[config.mk]
export PLATFORM = sky130hd
export DESIGN_NAME = wifi_frame_eapol_classifier_unit_flat
export DESIGN_NICKNAME = d
export VERILOG_FILES = /design/src/rtl/core/wfec_pkg.sv /design/src/rtl/core/wfec_if.sv /design/src/rtl/core/wfec_ram.sv /design/src/rtl/core/wfec_ctrl.sv /design/src/rtl/core/wfec_dp.sv /design/src/rtl/core/wifi_frame_eapol_classifier_unit.sv /design/src/flat_wrapper.sv
export SDC_FILE = /design/constraint.sdc
export NUM_CORES = 2
export LEC_CHECK = 0
export BUFFER_PORTS_ARGS = -buffer_cell sky130_fd_sc_hd__buf_2
export CAP_MARGIN = 20
export CORE_MARGIN = 2
export CORE_UTILIZATION = 37
export CTS_BUF_LIST = sky130_fd_sc_hd__clkbuf_16
export CTS_CLUSTER_DIAMETER = 200
export CTS_CLUSTER_SIZE = 14
export DETAILED_ROUTE_END_ITERATION = 10
export PLACE_DENSITY = 0.59
export SLEW_MARGIN = 5
export SYNTH_ARGS = -nofsm -noshare
export SYNTH_HDL_FRONTEND = slang
export SYNTH_SLANG_ARGS = --single-unit
[constraint.sdc]
create_clock -name i_clk -period 5.7 [get_ports i_clk]
set_input_delay 1.14 -clock i_clk [delete_from_list [all_inputs] [get_ports i_clk]]
set_output_delay 1.14 -clock i_clk [all_outputs]
set_load 0.005 [all_outputs]
[src/rtl/core/wfec_pkg.sv]
// wfec_pkg: shared constants, result codes and controller/datapath struct types
// for the 802.11 frame classifier. Depends on nothing.
package wfec_pkg;

    localparam int TABLE_DEPTH_DEF   = 32;
    localparam int MAX_FRAME_LEN_DEF = 4095;

    localparam int BYTE_W  = 8;
    localparam int CLASS_W = 2;
    localparam int APCNT_W = 6;
    localparam int CNT_W   = 32;
    localparam int ADDR_W  = 48;

    localparam logic [CLASS_W-1:0] CLS_SHORT  = 2'd0;
    localparam logic [CLASS_W-1:0] CLS_BEACON = 2'd1;
    localparam logic [CLASS_W-1:0] CLS_EAPOL  = 2'd2;
    localparam logic [CLASS_W-1:0] CLS_OTHER  = 2'd3;

    localparam logic [1:0] FTYPE_MGMT     = 2'd0;
    localparam logic [1:0] FTYPE_DATA     = 2'd2;
    localparam logic [3:0] FSUB_BEACON    = 4'h8;

    localparam logic [7:0]  SNAP_AA       = 8'hAA;
    localparam logic [7:0]  SNAP_UI       = 8'h03;
    localparam logic [7:0]  ETYPE_HI      = 8'h88;
    localparam logic [7:0]  ETYPE_LO      = 8'h8E;
    localparam logic [7:0]  EAPOL_KEY     = 8'h03;
    localparam logic [31:0] KDE_MARK      = 32'h000FAC04;
    localparam logic [4:0]  SNAP_ALL      = 5'h1F;

    localparam int MIN_LEN   = 24;
    localparam int HDR_BASE  = 24;
    localparam int HDR_QOS   = 26;
    localparam int SNAP_LEN  = 8;
    localparam int ADDR3_LO  = 16;
    localparam int ADDR3_HI  = 21;
    localparam int KEY_POS   = 1;
    localparam int MARK_POS  = 4;

    typedef struct packed {
        logic take;
        logic rd_issue;
        logic idx_inc;
        logic set_hit;
        logic finish;
    } t_dp_cmd;

    typedef struct packed {
        logic search_needed;
        logic idx_at_end;
        logic addr_match;
    } t_dp_status;

endpackage

[src/rtl/core/wfec_if.sv]
// wfec_byte_if and wfec_result_if: valid/ready channels of the frame classifier.
// Depends on wfec_pkg for field widths.
interface wfec_byte_if;
    logic                      valid;
    logic                      ready;
    logic [wfec_pkg::BYTE_W-1:0] frame_byte;
    logic                      last_byte;

    modport source (output valid, output frame_byte, output last_byte, input ready);
    modport sink   (input valid, input frame_byte, input last_byte, output ready);
endinterface

interface wfec_result_if;
    logic                         valid;
    logic                         ready;
    logic [wfec_pkg::CLASS_W-1:0] frame_class;
    logic                         pmkid_found;
    logic                         address_learned;
    logic                         table_full_drop;
    logic [wfec_pkg::APCNT_W-1:0] ap_count;
    logic [wfec_pkg::CNT_W-1:0]   packet_total;
    logic [wfec_pkg::CNT_W-1:0]   eapol_total;
    logic [wfec_pkg::CNT_W-1:0]   pmkid_total;

    modport source (output valid, output frame_class, output pmkid_found,
                    output address_learned, output table_full_drop, output ap_count,
                    output packet_total, output eapol_total, output pmkid_total,
                    input ready);
    modport sink   (input valid, input frame_class, input pmkid_found,
                    input address_learned, input table_full_drop, input ap_count,
                    input packet_total, input eapol_total, input pmkid_total,
                    output ready);
endinterface

[src/rtl/core/wfec_ram.sv]
// wfec_ram: generic single-write, single-read RAM with registered read data.
// No dependencies.
module wfec_ram #(
    parameter int WIDTH = 48,
    parameter int DEPTH = 32
) (
    input  logic                                    i_clk,
    input  logic                                    i_wr_en,
    input  logic [((DEPTH > 1) ? $clog2(DEPTH) : 1)-1:0] i_wr_addr,
    input  logic [WIDTH-1:0]                        i_wr_data,
    input  logic                                    i_rd_en,
    input  logic [((DEPTH > 1) ? $clog2(DEPTH) : 1)-1:0] i_rd_addr,
    output logic [WIDTH-1:0]                        o_rd_data
);

    logic [WIDTH-1:0] r_mem [DEPTH];
    logic [WIDTH-1:0] r_rd_data;

    always_ff @(posedge i_clk) begin
        if (i_wr_en) begin
            r_mem[i_wr_addr] <= i_wr_data;
        end
        if (i_rd_en) begin
            r_rd_data <= r_mem[i_rd_addr];
        end
    end

    assign o_rd_data = r_rd_data;

endmodule

[src/rtl/core/wfec_ctrl.sv]
// wfec_ctrl: sequencer of the frame classifier; byte intake, table search
// steps and result hand-off. Depends on wfec_pkg.
module wfec_ctrl (
    input  logic                  i_clk,
    input  logic                  i_rst_n,
    input  logic                  i_in_valid,
    input  logic                  i_in_last,
    output logic                  o_in_ready,
    output logic                  o_out_valid,
    input  logic                  i_out_ready,
    input  wfec_pkg::t_dp_status  i_status,
    output wfec_pkg::t_dp_cmd     o_cmd
);

    localparam logic [1:0] S_RUN    = 2'd0;
    localparam logic [1:0] S_LOOK   = 2'd1;
    localparam logic [1:0] S_CMP    = 2'd2;
    localparam logic [1:0] S_FINISH = 2'd3;

    logic [1:0] r_state, n_state;
    logic       r_out_valid, n_out_valid;
    logic       out_free;

    assign o_in_ready = (r_state == S_RUN);
    assign out_free   = !r_out_valid || i_out_ready;

    always_comb begin
        n_state     = r_state;
        o_cmd       = '0;
        o_cmd.take  = i_in_valid && (r_state == S_RUN);
        unique case (r_state)
            S_RUN: begin
                if (i_in_valid && i_in_last) begin
                    n_state = S_LOOK;
                end
            end
            S_LOOK: begin
                if (i_status.search_needed && !i_status.idx_at_end) begin
                    o_cmd.rd_issue = 1'b1;
                    n_state        = S_CMP;
                end else begin
                    n_state = S_FINISH;
                end
            end
            S_CMP: begin
                if (i_status.addr_match) begin
                    o_cmd.set_hit = 1'b1;
                    n_state       = S_FINISH;
                end else begin
                    o_cmd.idx_inc = 1'b1;
                    n_state       = S_LOOK;
                end
            end
            S_FINISH: begin
                if (out_free) begin
                    o_cmd.finish = 1'b1;
                    n_state      = S_RUN;
                end
            end
            default: n_state = S_RUN;
        endcase
    end

    always_comb begin
        n_out_valid = r_out_valid;
        if (o_cmd.finish) begin
            n_out_valid = 1'b1;
        end else if (i_out_ready) begin
            n_out_valid = 1'b0;
        end
    end

    always_ff @(posedge i_clk) begin
        if (!i_rst_n) begin
            r_state     <= S_RUN;
            r_out_valid <= 1'b0;
        end else begin
            r_state     <= n_state;
            r_out_valid <= n_out_valid;
        end
    end

    assign o_out_valid = r_out_valid;

endmodule

[src/rtl/core/wfec_dp.sv]
// wfec_dp: frame parsing registers, address table with search compare,
// event counters and result register. Depends on wfec_pkg and wfec_ram.
module wfec_dp #(
    parameter int TABLE_DEPTH   = wfec_pkg::TABLE_DEPTH_DEF,
    parameter int MAX_FRAME_LEN = wfec_pkg::MAX_FRAME_LEN_DEF
) (
    input  logic                           i_clk,
    input  logic                           i_rst_n,
    input  wfec_pkg::t_dp_cmd              i_cmd,
    output wfec_pkg::t_dp_status           o_status,
    input  logic [wfec_pkg::BYTE_W-1:0]    i_frame_byte,
    output logic [wfec_pkg::CLASS_W-1:0]   o_frame_class,
    output logic                           o_pmkid_found,
    output logic                           o_address_learned,
    output logic                           o_table_full_drop,
    output logic [wfec_pkg::APCNT_W-1:0]   o_ap_count,
    output logic [wfec_pkg::CNT_W-1:0]     o_packet_total,
    output logic [wfec_pkg::CNT_W-1:0]     o_eapol_total,
    output logic [wfec_pkg::CNT_W-1:0]     o_pmkid_total
);

    localparam int OW = $clog2(MAX_FRAME_LEN + 1);
    localparam int CW = $clog2(TABLE_DEPTH + 1);
    localparam int IW = (TABLE_DEPTH > 1) ? $clog2(TABLE_DEPTH) : 1;
    localparam int AW = wfec_pkg::ADDR_W;
    localparam int NW = wfec_pkg::CNT_W;

    logic [OW-1:0] r_offset;
    logic [7:0]    r_fc;
    logic [AW-1:0] r_addr3;
    logic [4:0]    r_snap;
    logic [31:0]   r_window;
    logic          r_key;
    logic          r_marker;
    logic [CW-1:0] r_idx;
    logic          r_hit;
    logic [CW-1:0] r_count, n_count;
    logic [NW-1:0] r_pkt, n_pkt;
    logic [NW-1:0] r_eap, n_eap;
    logic [NW-1:0] r_pmk, n_pmk;

    logic [wfec_pkg::CLASS_W-1:0] r_cls, n_cls;
    logic                         r_pmk_found, n_pmk_found;
    logic                         r_learned, n_learned;
    logic                         r_drop, n_drop;

    logic [OW-1:0] hdr, rel, post;
    logic          in_range, in_snap, in_post;
    logic [7:0]    b;
    logic          is_long, is_beacon, is_eapol, has_room;
    logic [AW-1:0] rd_data;
    logic [CW+5:0] count_ext;

    assign b        = i_frame_byte;
    assign in_range = r_offset < OW'(MAX_FRAME_LEN);
    assign hdr      = r_fc[7] ? OW'(wfec_pkg::HDR_QOS) : OW'(wfec_pkg::HDR_BASE);
    assign rel      = r_offset - hdr;
    assign post     = rel - OW'(wfec_pkg::SNAP_LEN);
    assign in_snap  = (r_offset >= hdr) && (rel < OW'(wfec_pkg::SNAP_LEN));
    assign in_post  = (r_offset >= hdr) && !in_snap;

    assign is_long   = r_offset >= OW'(wfec_pkg::MIN_LEN);
    assign is_beacon = (r_fc[3:2] == wfec_pkg::FTYPE_MGMT) && (r_fc[7:4] == wfec_pkg::FSUB_BEACON);
    assign is_eapol  = (r_fc[3:2] == wfec_pkg::FTYPE_DATA) && (r_snap == wfec_pkg::SNAP_ALL);
    assign has_room  = r_count < CW'(TABLE_DEPTH);

    assign o_status.search_needed = is_long && is_beacon;
    assign o_status.idx_at_end    = (r_idx == r_count);
    assign o_status.addr_match    = (rd_data == r_addr3);

    wfec_ram #(
        .WIDTH (AW),
        .DEPTH (TABLE_DEPTH)
    ) u_table (
        .i_clk     (i_clk),
        .i_wr_en   (i_cmd.finish && n_learned),
        .i_wr_addr (r_count[IW-1:0]),
        .i_wr_data (r_addr3),
        .i_rd_en   (i_cmd.rd_issue),
        .i_rd_addr (r_idx[IW-1:0]),
        .o_rd_data (rd_data)
    );

    always_comb begin
        n_cls       = wfec_pkg::CLS_SHORT;
        n_pmk_found = 1'b0;
        n_learned   = 1'b0;
        n_drop      = 1'b0;
        n_count     = r_count;
        n_pkt       = r_pkt;
        n_eap       = r_eap;
        n_pmk       = r_pmk;
        if (is_long) begin
            n_pkt = r_pkt + NW'(1);
            if (is_beacon) begin
                n_cls     = wfec_pkg::CLS_BEACON;
                n_learned = !r_hit && has_room;
                n_drop    = !r_hit && !has_room;
                if (n_learned) begin
                    n_count = r_count + CW'(1);
                end
            end else if (is_eapol) begin
                n_cls = wfec_pkg::CLS_EAPOL;
                n_eap = r_eap + NW'(1);
                if (r_key && r_marker) begin
                    n_pmk_found = 1'b1;
                    n_pmk       = r_pmk + NW'(1);
                end
            end else begin
                n_cls = wfec_pkg::CLS_OTHER;
            end
        end
    end

    always_ff @(posedge i_clk) begin
        if (!i_rst_n) begin
            r_offset <= '0;
            r_fc     <= '0;
            r_addr3  <= '0;
            r_snap   <= '0;
            r_window <= '0;
            r_key    <= 1'b0;
            r_marker <= 1'b0;
            r_idx    <= '0;
            r_hit    <= 1'b0;
            r_count  <= '0;
            r_pkt    <= '0;
            r_eap    <= '0;
            r_pmk    <= '0;
        end else if (i_cmd.finish) begin
            r_offset <= '0;
            r_fc     <= '0;
            r_addr3  <= '0;
            r_snap   <= '0;
            r_window <= '0;
            r_key    <= 1'b0;
            r_marker <= 1'b0;
            r_idx    <= '0;
            r_hit    <= 1'b0;
            r_count  <= n_count;
            r_pkt    <= n_pkt;
            r_eap    <= n_eap;
            r_pmk    <= n_pmk;
        end else begin
            if (i_cmd.idx_inc) begin
                r_idx <= r_idx + CW'(1);
            end
            if (i_cmd.set_hit) begin
                r_hit <= 1'b1;
            end
            if (i_cmd.take && in_range) begin
                r_offset <= r_offset + OW'(1);
                if (r_offset == '0) begin
                    r_fc <= b;
                end
                if ((r_offset >= OW'(wfec_pkg::ADDR3_LO)) &&
                    (r_offset <= OW'(wfec_pkg::ADDR3_HI))) begin
                    r_addr3 <= {r_addr3[AW-9:0], b};
                end
                if (in_snap) begin
                    if ((rel == OW'(0)) && (b == wfec_pkg::SNAP_AA)) r_snap[0] <= 1'b1;
                    if ((rel == OW'(1)) && (b == wfec_pkg::SNAP_AA)) r_snap[1] <= 1'b1;
                    if ((rel == OW'(2)) && (b == wfec_pkg::SNAP_UI)) r_snap[2] <= 1'b1;
                    if ((rel == OW'(6)) && (b == wfec_pkg::ETYPE_HI)) r_snap[3] <= 1'b1;
                    if ((rel == OW'(7)) && (b == wfec_pkg::ETYPE_LO)) r_snap[4] <= 1'b1;
                end else if (in_post) begin
                    if (post == OW'(wfec_pkg::KEY_POS)) begin
                        r_key <= (b == wfec_pkg::EAPOL_KEY);
                    end
                    if ((post >= OW'(wfec_pkg::MARK_POS)) && (r_window == wfec_pkg::KDE_MARK)) begin
                        r_marker <= 1'b1;
                    end
                    r_window <= {r_window[23:0], b};
                end
            end
        end
    end

    always_ff @(posedge i_clk) begin
        if (i_cmd.finish) begin
            r_cls       <= n_cls;
            r_pmk_found <= n_pmk_found;
            r_learned   <= n_learned;
            r_drop      <= n_drop;
        end
    end

    assign count_ext         = {6'b0, r_count};
    assign o_frame_class     = r_cls;
    assign o_pmkid_found     = r_pmk_found;
    assign o_address_learned = r_learned;
    assign o_table_full_drop = r_drop;
    assign o_ap_count        = count_ext[5:0];
    assign o_packet_total    = r_pkt;
    assign o_eapol_total     = r_eap;
    assign o_pmkid_total     = r_pmk;

endmodule

[src/rtl/core/wifi_frame_eapol_classifier_unit.sv]
// wifi_frame_eapol_classifier_unit: top level of the 802.11 frame classifier.
// Depends on wfec_pkg, wfec_if, wfec_ctrl and wfec_dp.
//
// Usage:
//   i_byte carries one raw frame byte per request, starting at frame control,
//   with last_byte set on the final byte. o_result gives one request per frame:
//   class, pmkid and table flags, table fill and the three wrapping counters.
//   Non-final bytes are taken one per cycle. After a final byte the input
//   stalls while the frame is resolved; a long beacon is compared against the
//   stored addresses in turn until one matches or all are checked (one table
//   read and one compare per address, single read port). The result register
//   is loaded when the frame is resolved; if the receiver is still holding an
//   earlier result, the block waits with input stalled until that result is
//   taken. Bytes of the next frame are accepted while a result waits. Reset
//   clears counters, table fill and frame state; table contents are not
//   cleared, only entries below the fill count are read.
module wifi_frame_eapol_classifier_unit #(
    parameter int TABLE_DEPTH   = wfec_pkg::TABLE_DEPTH_DEF,
    parameter int MAX_FRAME_LEN = wfec_pkg::MAX_FRAME_LEN_DEF
) (
    input  logic           i_clk,
    input  logic           i_rst_n,
    wfec_byte_if.sink      i_byte,
    wfec_result_if.source  o_result
);

    wfec_pkg::t_dp_cmd    cmd;
    wfec_pkg::t_dp_status status;

    wfec_ctrl u_ctrl (
        .i_clk       (i_clk),
        .i_rst_n     (i_rst_n),
        .i_in_valid  (i_byte.valid),
        .i_in_last   (i_byte.last_byte),
        .o_in_ready  (i_byte.ready),
        .o_out_valid (o_result.valid),
        .i_out_ready (o_result.ready),
        .i_status    (status),
        .o_cmd       (cmd)
    );

    wfec_dp #(
        .TABLE_DEPTH   (TABLE_DEPTH),
        .MAX_FRAME_LEN (MAX_FRAME_LEN)
    ) u_dp (
        .i_clk             (i_clk),
        .i_rst_n           (i_rst_n),
        .i_cmd             (cmd),
        .o_status          (status),
        .i_frame_byte      (i_byte.frame_byte),
        .o_frame_class     (o_result.frame_class),
        .o_pmkid_found     (o_result.pmkid_found),
        .o_address_learned (o_result.address_learned),
        .o_table_full_drop (o_result.table_full_drop),
        .o_ap_count        (o_result.ap_count),
        .o_packet_total    (o_result.packet_total),
        .o_eapol_total     (o_result.eapol_total),
        .o_pmkid_total     (o_result.pmkid_total)
    );

`ifndef NO_ASSERTIONS
    a_stall_after_last: assert property (@(posedge i_clk) disable iff (!i_rst_n)
        (i_byte.valid && i_byte.ready && i_byte.last_byte) |=> !i_byte.ready)
        else $error("input not stalled after final byte");

    a_flags_beacon_only: assert property (@(posedge i_clk) disable iff (!i_rst_n)
        (o_result.valid && (o_result.frame_class != wfec_pkg::CLS_BEACON)) |->
        (!o_result.address_learned && !o_result.table_full_drop))
        else $error("table flag on non-beacon result");

    a_pmkid_eapol_only: assert property (@(posedge i_clk) disable iff (!i_rst_n)
        (o_result.valid && o_result.pmkid_found) |->
        (o_result.frame_class == wfec_pkg::CLS_EAPOL))
        else $error("pmkid flag on non-eapol result");

    a_learn_counts: assert property (@(posedge i_clk) disable iff (!i_rst_n)
        (o_result.valid && !$past(o_result.valid) && o_result.address_learned) |->
        (o_result.ap_count != '0 || TABLE_DEPTH >= 64))
        else $error("address learned but table count is zero");
`endif

endmodule

[src/flat_wrapper.sv]
// flat-port wrapper written by rule: the top's interface ports become plain ports
module wifi_frame_eapol_classifier_unit_flat 
#(
    parameter int TABLE_DEPTH   = wfec_pkg::TABLE_DEPTH_DEF,
    parameter int MAX_FRAME_LEN = wfec_pkg::MAX_FRAME_LEN_DEF
)
  (i_clk, i_rst_n, i_byte_valid, i_byte_frame_byte, i_byte_last_byte, i_byte_ready, o_result_valid, o_result_frame_class, o_result_pmkid_found, o_result_address_learned, o_result_table_full_drop, o_result_ap_count, o_result_packet_total, o_result_eapol_total, o_result_pmkid_total, o_result_ready);
  wfec_byte_if i_byte_i ();
  wfec_result_if o_result_i ();
  input  logic i_clk;
  input  logic i_rst_n;
  input wire logic [$bits(i_byte_i.valid)-1:0] i_byte_valid;
  input wire logic [$bits(i_byte_i.frame_byte)-1:0] i_byte_frame_byte;
  input wire logic [$bits(i_byte_i.last_byte)-1:0] i_byte_last_byte;
  output wire logic [$bits(i_byte_i.ready)-1:0] i_byte_ready;
  output wire logic [$bits(o_result_i.valid)-1:0] o_result_valid;
  output wire logic [$bits(o_result_i.frame_class)-1:0] o_result_frame_class;
  output wire logic [$bits(o_result_i.pmkid_found)-1:0] o_result_pmkid_found;
  output wire logic [$bits(o_result_i.address_learned)-1:0] o_result_address_learned;
  output wire logic [$bits(o_result_i.table_full_drop)-1:0] o_result_table_full_drop;
  output wire logic [$bits(o_result_i.ap_count)-1:0] o_result_ap_count;
  output wire logic [$bits(o_result_i.packet_total)-1:0] o_result_packet_total;
  output wire logic [$bits(o_result_i.eapol_total)-1:0] o_result_eapol_total;
  output wire logic [$bits(o_result_i.pmkid_total)-1:0] o_result_pmkid_total;
  input wire logic [$bits(o_result_i.ready)-1:0] o_result_ready;
  assign i_byte_i.valid = i_byte_valid;
  assign i_byte_i.frame_byte = i_byte_frame_byte;
  assign i_byte_i.last_byte = i_byte_last_byte;
  assign i_byte_ready = i_byte_i.ready;
  assign o_result_valid = o_result_i.valid;
  assign o_result_frame_class = o_result_i.frame_class;
  assign o_result_pmkid_found = o_result_i.pmkid_found;
  assign o_result_address_learned = o_result_i.address_learned;
  assign o_result_table_full_drop = o_result_i.table_full_drop;
  assign o_result_ap_count = o_result_i.ap_count;
  assign o_result_packet_total = o_result_i.packet_total;
  assign o_result_eapol_total = o_result_i.eapol_total;
  assign o_result_pmkid_total = o_result_i.pmkid_total;
  assign o_result_i.ready = o_result_ready;
  wifi_frame_eapol_classifier_unit #(.TABLE_DEPTH(TABLE_DEPTH), .MAX_FRAME_LEN(MAX_FRAME_LEN)) u_core (.i_clk(i_clk), .i_rst_n(i_rst_n), .i_byte(i_byte_i), .o_result(o_result_i));
endmodule
# Word level (Yosys, flattened, before mapping)
# Memories as Yosys holds them, arrays and structs flattened. A register that Yosys moved wholly into a read port is not among the register bits.
# Index checks and enable logic that the tools add are counted.
[totals]
elab_cells = 138
in_bits = 13
out_inout_bits = 109
register_bits = 224
ramBits = 1536
memories = 1
[op_classes]
n_reduce_logical = 50
n_mux = 22
magnitude_cmp = 8
n_eq_ne = 20
n_bitwise = 5
addsub = 8
[mem_list]
columns = ["memory", "depth", "word_bits", "rd", "rd_clocked_by_memory_dff", "write_ports", "line_no", "text"]
rows = [
  ["u_core.u_dp.u_table.r_mem", 32, 48, 1, 1, 1, "wfec_ram.sv:16", "logic [WIDTH-1:0] r_mem [DEPTH];"],
]
[ops]
columns = ["op", "n"]
rows = [
  ["$add A32 B1 Y32 const B", 3],
  ["$eq A48 B48 Y1", 1],
  ["$eq A32 B20 Y1 const B", 1],
  ["$eq A12 B1 Y1 const B", 2],
  ["$eq A12 B3 Y1 const B", 2],
  ["$eq A8 B8 Y1 const B", 3],
  ["$ge A12 B5 Y1 const B", 2],
  ["$logic_not A12 Y1", 2],
  ["$logic_and A1 B1 Y1", 20],
  ["$reduce_and A3 Y1", 6],
  ["$mux W1", 16],
  ["$reduce_and A4 Y1", 4],
  ["$add A12 B1 Y12 const B", 1],
  ["$add A6 B1 Y6 const B", 2],
  ["$eq A12 B2 Y1 const B", 1],
  ["$ge A12 B3 Y1 const B", 1],
  ["$ge A12 B5 Y1", 1],
  ["$le A12 B5 Y1 const B", 1],
  ["$lt A12 B12 Y1 const B", 1],
  ["$lt A12 B4 Y1 const B", 1],
  ["$sub A12 B4 Y12 const B", 1],
  ["$sub A12 B5 Y12", 1],
  ["$mux W2", 5],
  ["$reduce_and A2 Y1", 5],
  ["other kinds (18)", 30],
]

# Logic depth before layout (Yosys ltp)
[depth]
depth_word = 7
ltp_mapped = 14
ltp_nobuf = 13

# By module
# A second synthesis with hierarchy kept.
[unflattened]
hier_cells = 4561
hier_area_um2 = 71922.7
[modules_own_cells]
columns = ["mod", "cells_per_inst", "area_per_inst_um2", "seq_area_each_um2", "instances"]
rows = [
  ["wfec_ram", 3364, 61205.0, 47565.6, 1],
  ["wfec_dp", 1178, 10538.9, 4434.3, 1],
  ["wfec_ctrl", 19, 178.9, 60.1, 1],
]

# Worst setup path before layout
# No wires, ideal clock.
[synth_timing]
kind = "input -> register"
from = "in o_result_ready"
to = "mem u_core.u_dp.u_table.r_mem[29][0], enable pin"
stages = 6
path_slack_ns = 0.854
arrival_time_ns = 4.393
required_ns = 5.246
path_buffers = 1
setup_time_ns = 0.454
cell_sequence = "nor2b_1 > a311o_1 > buf_2 > nor4b_4 > nand2_1 > nor2_1"
[synth_via]
elab_chain_len = 6
[synth_lines]
columns = ["element", "line_no", "text"]
rows = [
  ["from (decl)", "flat_wrapper.sv:25", "input wire logic [$bits(o_result_i.ready)-1:0] o_result_ready;"],
  ["$logic_or A1 B1 Y1", "wfec_ctrl.sv:25", "assign out_free = !r_out_valid || i_out_ready;"],
  ["$mux W1", "wfec_ctrl.sv:55", "if (out_free) begin"],
  ["$mux W1", "wfec_ctrl.sv:31", "unique case (r_state)"],
  ["$logic_and A1 B1 Y1", "wfec_dp.sv:76", ".i_wr_en (i_cmd.finish && n_learned),"],
  ["$mux W1", "wfec_ram.sv:20", "if (i_wr_en) begin"],
  ["$mux W1 (not written as such)", "wfec_ram.sv:21", "r_mem[i_wr_addr] <= i_wr_data;"],
  ["to (decl)", "wfec_ram.sv:16", ""],
]
# No other way between the ends.

# Final worst setup path
[layout_timing]
from = "reg u_core.u_dp.r_offset[3]"
to = "mem u_core.u_dp.u_table.r_mem[7][38], enable pin"
[layout_via]
elab_chain_len = 5
[layout_lines]
columns = ["element", "line_no", "text"]
rows = [
  ["from (decl)", "wfec_dp.sv:28", "logic [OW-1:0] r_offset;"],
  ["from (signal assigned)", "wfec_dp.sv:152", "r_offset <= r_offset + OW'(1);"],
  ["$ge A12 B5 Y1", "wfec_dp.sv:62", "assign is_long = r_offset >= OW'(wfec_pkg::MIN_LEN);"],
  ["$mux W1", "wfec_dp.sv:93", "if (is_long) begin"],
  ["$logic_and A1 B1 Y1", "wfec_dp.sv:76", ""],
  ["$mux W1", "wfec_ram.sv:20", ""],
  ["$mux W1 (not written as such)", "wfec_ram.sv:21", ""],
]
# No other way between the ends.

==> flow_summary.yaml <==
synthesis:
  synthAdderAreaFrac: 0.002859
  ys_seq_elements: 1806
  synthArstFlopShare: 0
  synth_enable_flop_cells: 1589
  synth_compound_area_frac: 0.01456
  synth_cell_types: 60
  syn-num-nets: 3534
  yosys.area_share.simple: 0.04448
  synth.area.top_cells: "edfxtp_1 (68%), mux4_2 (15%), dfxtp_1 (6.2%)"
  synth_top_area_share: 0.6815
  yosysMostFrequentCell: "edfxtp_1"
  syn_area_um2: 70010
  netlist_instances: 3505
  synth_xor_area_frac: 0.02002
  yosys_warnings: 0
  ys_top_cells_by_count: "edfxtp_1 (1589), mux4_2 (480), dfxtp_1 (217)"
  muxShareOfSynthArea: 0.1638
  seq_area_frac_synth: 0.7436
  ys.flop_type: "edfxtp_1"
  synth_top_family_by_area: "multiplexers"
  avgSynthCellArea_um2: 19.98
  synth.largest_area_cell: "edfxtp_1"
clock_tree:
  clkLatencyLatePin_ns: 0.79
  root_buffer: "clkbuf_16"
  post_cts_resized: 0
  clk_path_buf_depth: 3
  cts_tree: "built"
  tritoncts.num_buffers: 146
  cts.sinks: 1806
  hold_buffers: 0
  postCtsSetupBuffers: 0
  cts.clk_slew.worst_paths_ns: 0.08
  h-tree-depth: 4
sta:
  report.final.slew_viol_count: 0
  setup_ws_ns: 1.576
  finClkSkew_ns: 0.03946
  tightest_slew_ns: 1.066
  period_share: 0.7235
  clock.fmax_ghz: 0.2425
  slew_headroom: 0.2896
  finalSetupViolations: 0
  period_needed_ns: 4.124
  finalSetupTns_ns: 0
  rsz0062_at_grt: "no"
  finalHoldViolations: 0
route:
  ant_nets: 0
  routed_wl_mm: 171.9
  drt_iter0_drc: 3811
  viasPerCell: 5.437
  num_vias: 34240
  dr.pass1.iters: 6
  drc: 0
  wl_per_cell_um: 27.31
setup_path:
  crit_type: "flip-flop to flip-flop"
  crit_path_end_kind: "flip-flop"
  cp-startpoint: "u_core.u_dp.r_offset[3]"
  start_kind: "flip-flop"
  worstPathArrival_ns: 4.56
  cp_max_fo: 19
  reg2reg_from: "u_core.u_dp.r_offset[3]"
  required_ns: 6.13
final_layout:
  stdcell_count: 6297
  drive_gt1_frac: 0.2687
  final_cell_area_um2: 78860
  final_nets: 3762
  fillers: 16390
  area_growth_pct: 12.63
grt:
  antenna_found_initial: 15
  grt-ovfl-total: 0
  grt_max_degree: 133
  grtUsageTotal: 0.1771
  grt_pass1_wl_mm: 247.0
  grt_pass1_vias: 33810
pwr:
  ir_drop_mv: 0.2903
  total_power_mw: 23.99
  powerDensity_nw_per_um2: 304.2
  p_leak_nw: 28.01
worst_hold_path:
  hold_start: "u_core.u_dp.r_addr3[3]"
  min_path_type: "flip-flop to flip-flop"
floorplan:
  core_um2: 188000
  io_pins: 122
  fp.dieW_um: 439.0
  initial_core_util: 0.3724
  rows: 159
  design.die.area_um2: 192700
  die_y_um: 439.0
placed_design:
  gp_congestion: 0.7999
  dp_hpwl_mm: 103.2
  dpl_worst_slack_ns: 1.160
  dp.cells: 6079
  port_buffers: 121
  placed_area_um2: 74670
outcome:
  status: "complete, no violations"
run:
  max-cap-violations: 0
cell type report:
cell class / instances / area, um2 / area share
repair buffers: 257 / 1912 / 0.02424
clock inverters: 66 / 437.9 / 0.005553
clock buffers: 149 / 3729 / 0.04728
multi-input cells: 1505 / 17490 / 0.2217
flip-flops and latches: 1806 / 52100 / 0.6606
diodes: 2 / 5.005 / 0.00006346
well taps: 2495 / 3122 / 0.03959
inverters: 17 / 71.32 / 0.0009044
path summary, 6_finish.rpt:
kind / to / slack, ns / cells after the start
worst min register to register: u_core.u_dp.r_addr3[3] / 0.45 / 2
worst max-delay path: u_core.u_dp.u_table.r_mem[7][38] / 1.58 / 6
worst max register to register: u_core.u_dp.u_table.r_mem[7][38] / 1.58 / 6
worst min-delay path: u_core.u_dp.r_addr3[3] / 0.45 / 2
state kept, by name, summed over array words and instances, names as in the netlist:
signal / cells
u_core.u_dp.r_hit: 1
u_core.u_dp.o_eapol_total: 32
u_core.u_dp.o_pmkid_found: 1
u_core.u_dp.r_idx: 6
u_core.u_dp.u_table.o_rd_data: 48
u_core.u_dp.r_window: 32
u_core.u_ctrl.o_out_valid: 1
u_core.u_dp.r_offset: 12
u_core.u_dp.o_frame_class: 2
u_core.u_dp.o_address_learned: 1
u_core.u_dp.o_pmkid_total: 32
u_core.u_ctrl.r_state: 2
u_core.u_dp.r_snap: 5
u_core.u_dp.r_marker: 1
u_core.u_dp.u_table.r_mem: 1536
u_core.u_dp.o_ap_count: 6
u_core.u_dp.o_packet_total: 32
u_core.u_dp.r_addr3: 48
u_core.u_dp.o_table_full_drop: 1
u_core.u_dp.r_fc: 6
u_core.u_dp.r_key: 1
where the power goes:
group	leakage (nW)	switching (mW)	internal (mW)
sequential	19.8	0.0209	14.2
combinational	5.99	0.266	0.228
clock	2.22	4.57	4.73
cell usage in the layout, fill, tap and decap left out, drive strengths merged, types with 16 or more instances in the layout:
| cell | instances |
|---|---|
| and3 | 21 |
| nand3 | 42 |
| nand2 | 204 |
| and2 | 82 |
| mux4 | 480 |
| nand4 | 36 |
| dfxtp | 217 |
| nor2b | 22 |
| or3 | 20 |
| o21ai | 54 |
| nor4 | 23 |
| buf | 257 |
| edfxtp | 1589 |
| mux2 | 48 |
| xor2 | 84 |
| nor3 | 20 |
| clkbuf | 149 |
| a21oi | 91 |
| xnor2 | 76 |
| ha | 16 |
| nor2 | 96 |
| inv | 76 |
layer usage:
| metal | wire (um) | part of all wire | GRT usage | vias up |
|---|---|---|---|---|
| met5 | 13 | 0.000076 | 0 | - |
| met4 | 3323 | 0.019 | 0.04029 | 2 |
| met3 | 11800 | 0.069 | 0.03176 | 176 |
| met2 | 81850 | 0.48 | 0.2774 | 1141 |
| met1 | 74960 | 0.44 | 0.2584 | 18380 |
| li1 | - | - | - | 14540 |
stage by stage:
stage,utilization,hold slack [ns]
final,0.4195,0.4536
after global routing,0.4194,0.4890
after CTS,0.4193,0.4571
after detailed placement,0.3972,0.4483
after global placement,0.3971,0.4395
after floorplan,-,0.4362
critical path, cell delays in order (launching register included):
cell     delay [ns]
dfxtp_1        0.65
nand2_1        0.28
a311o_1        0.48
nor4b_4        0.71
nand2_2        0.52
nor2_4         0.65
buf_4          0.42
logic make-up after synthesis:
family	after synthesis
AOI/OAI and AO/OA	179
xor gates and xnor gates	160
adders and majority gates	16
buffers and inverters	194
DFF	1806
muxes	540
and+or+nand+nor	610
No activity file was read; power rests on OpenSTA's default activity.
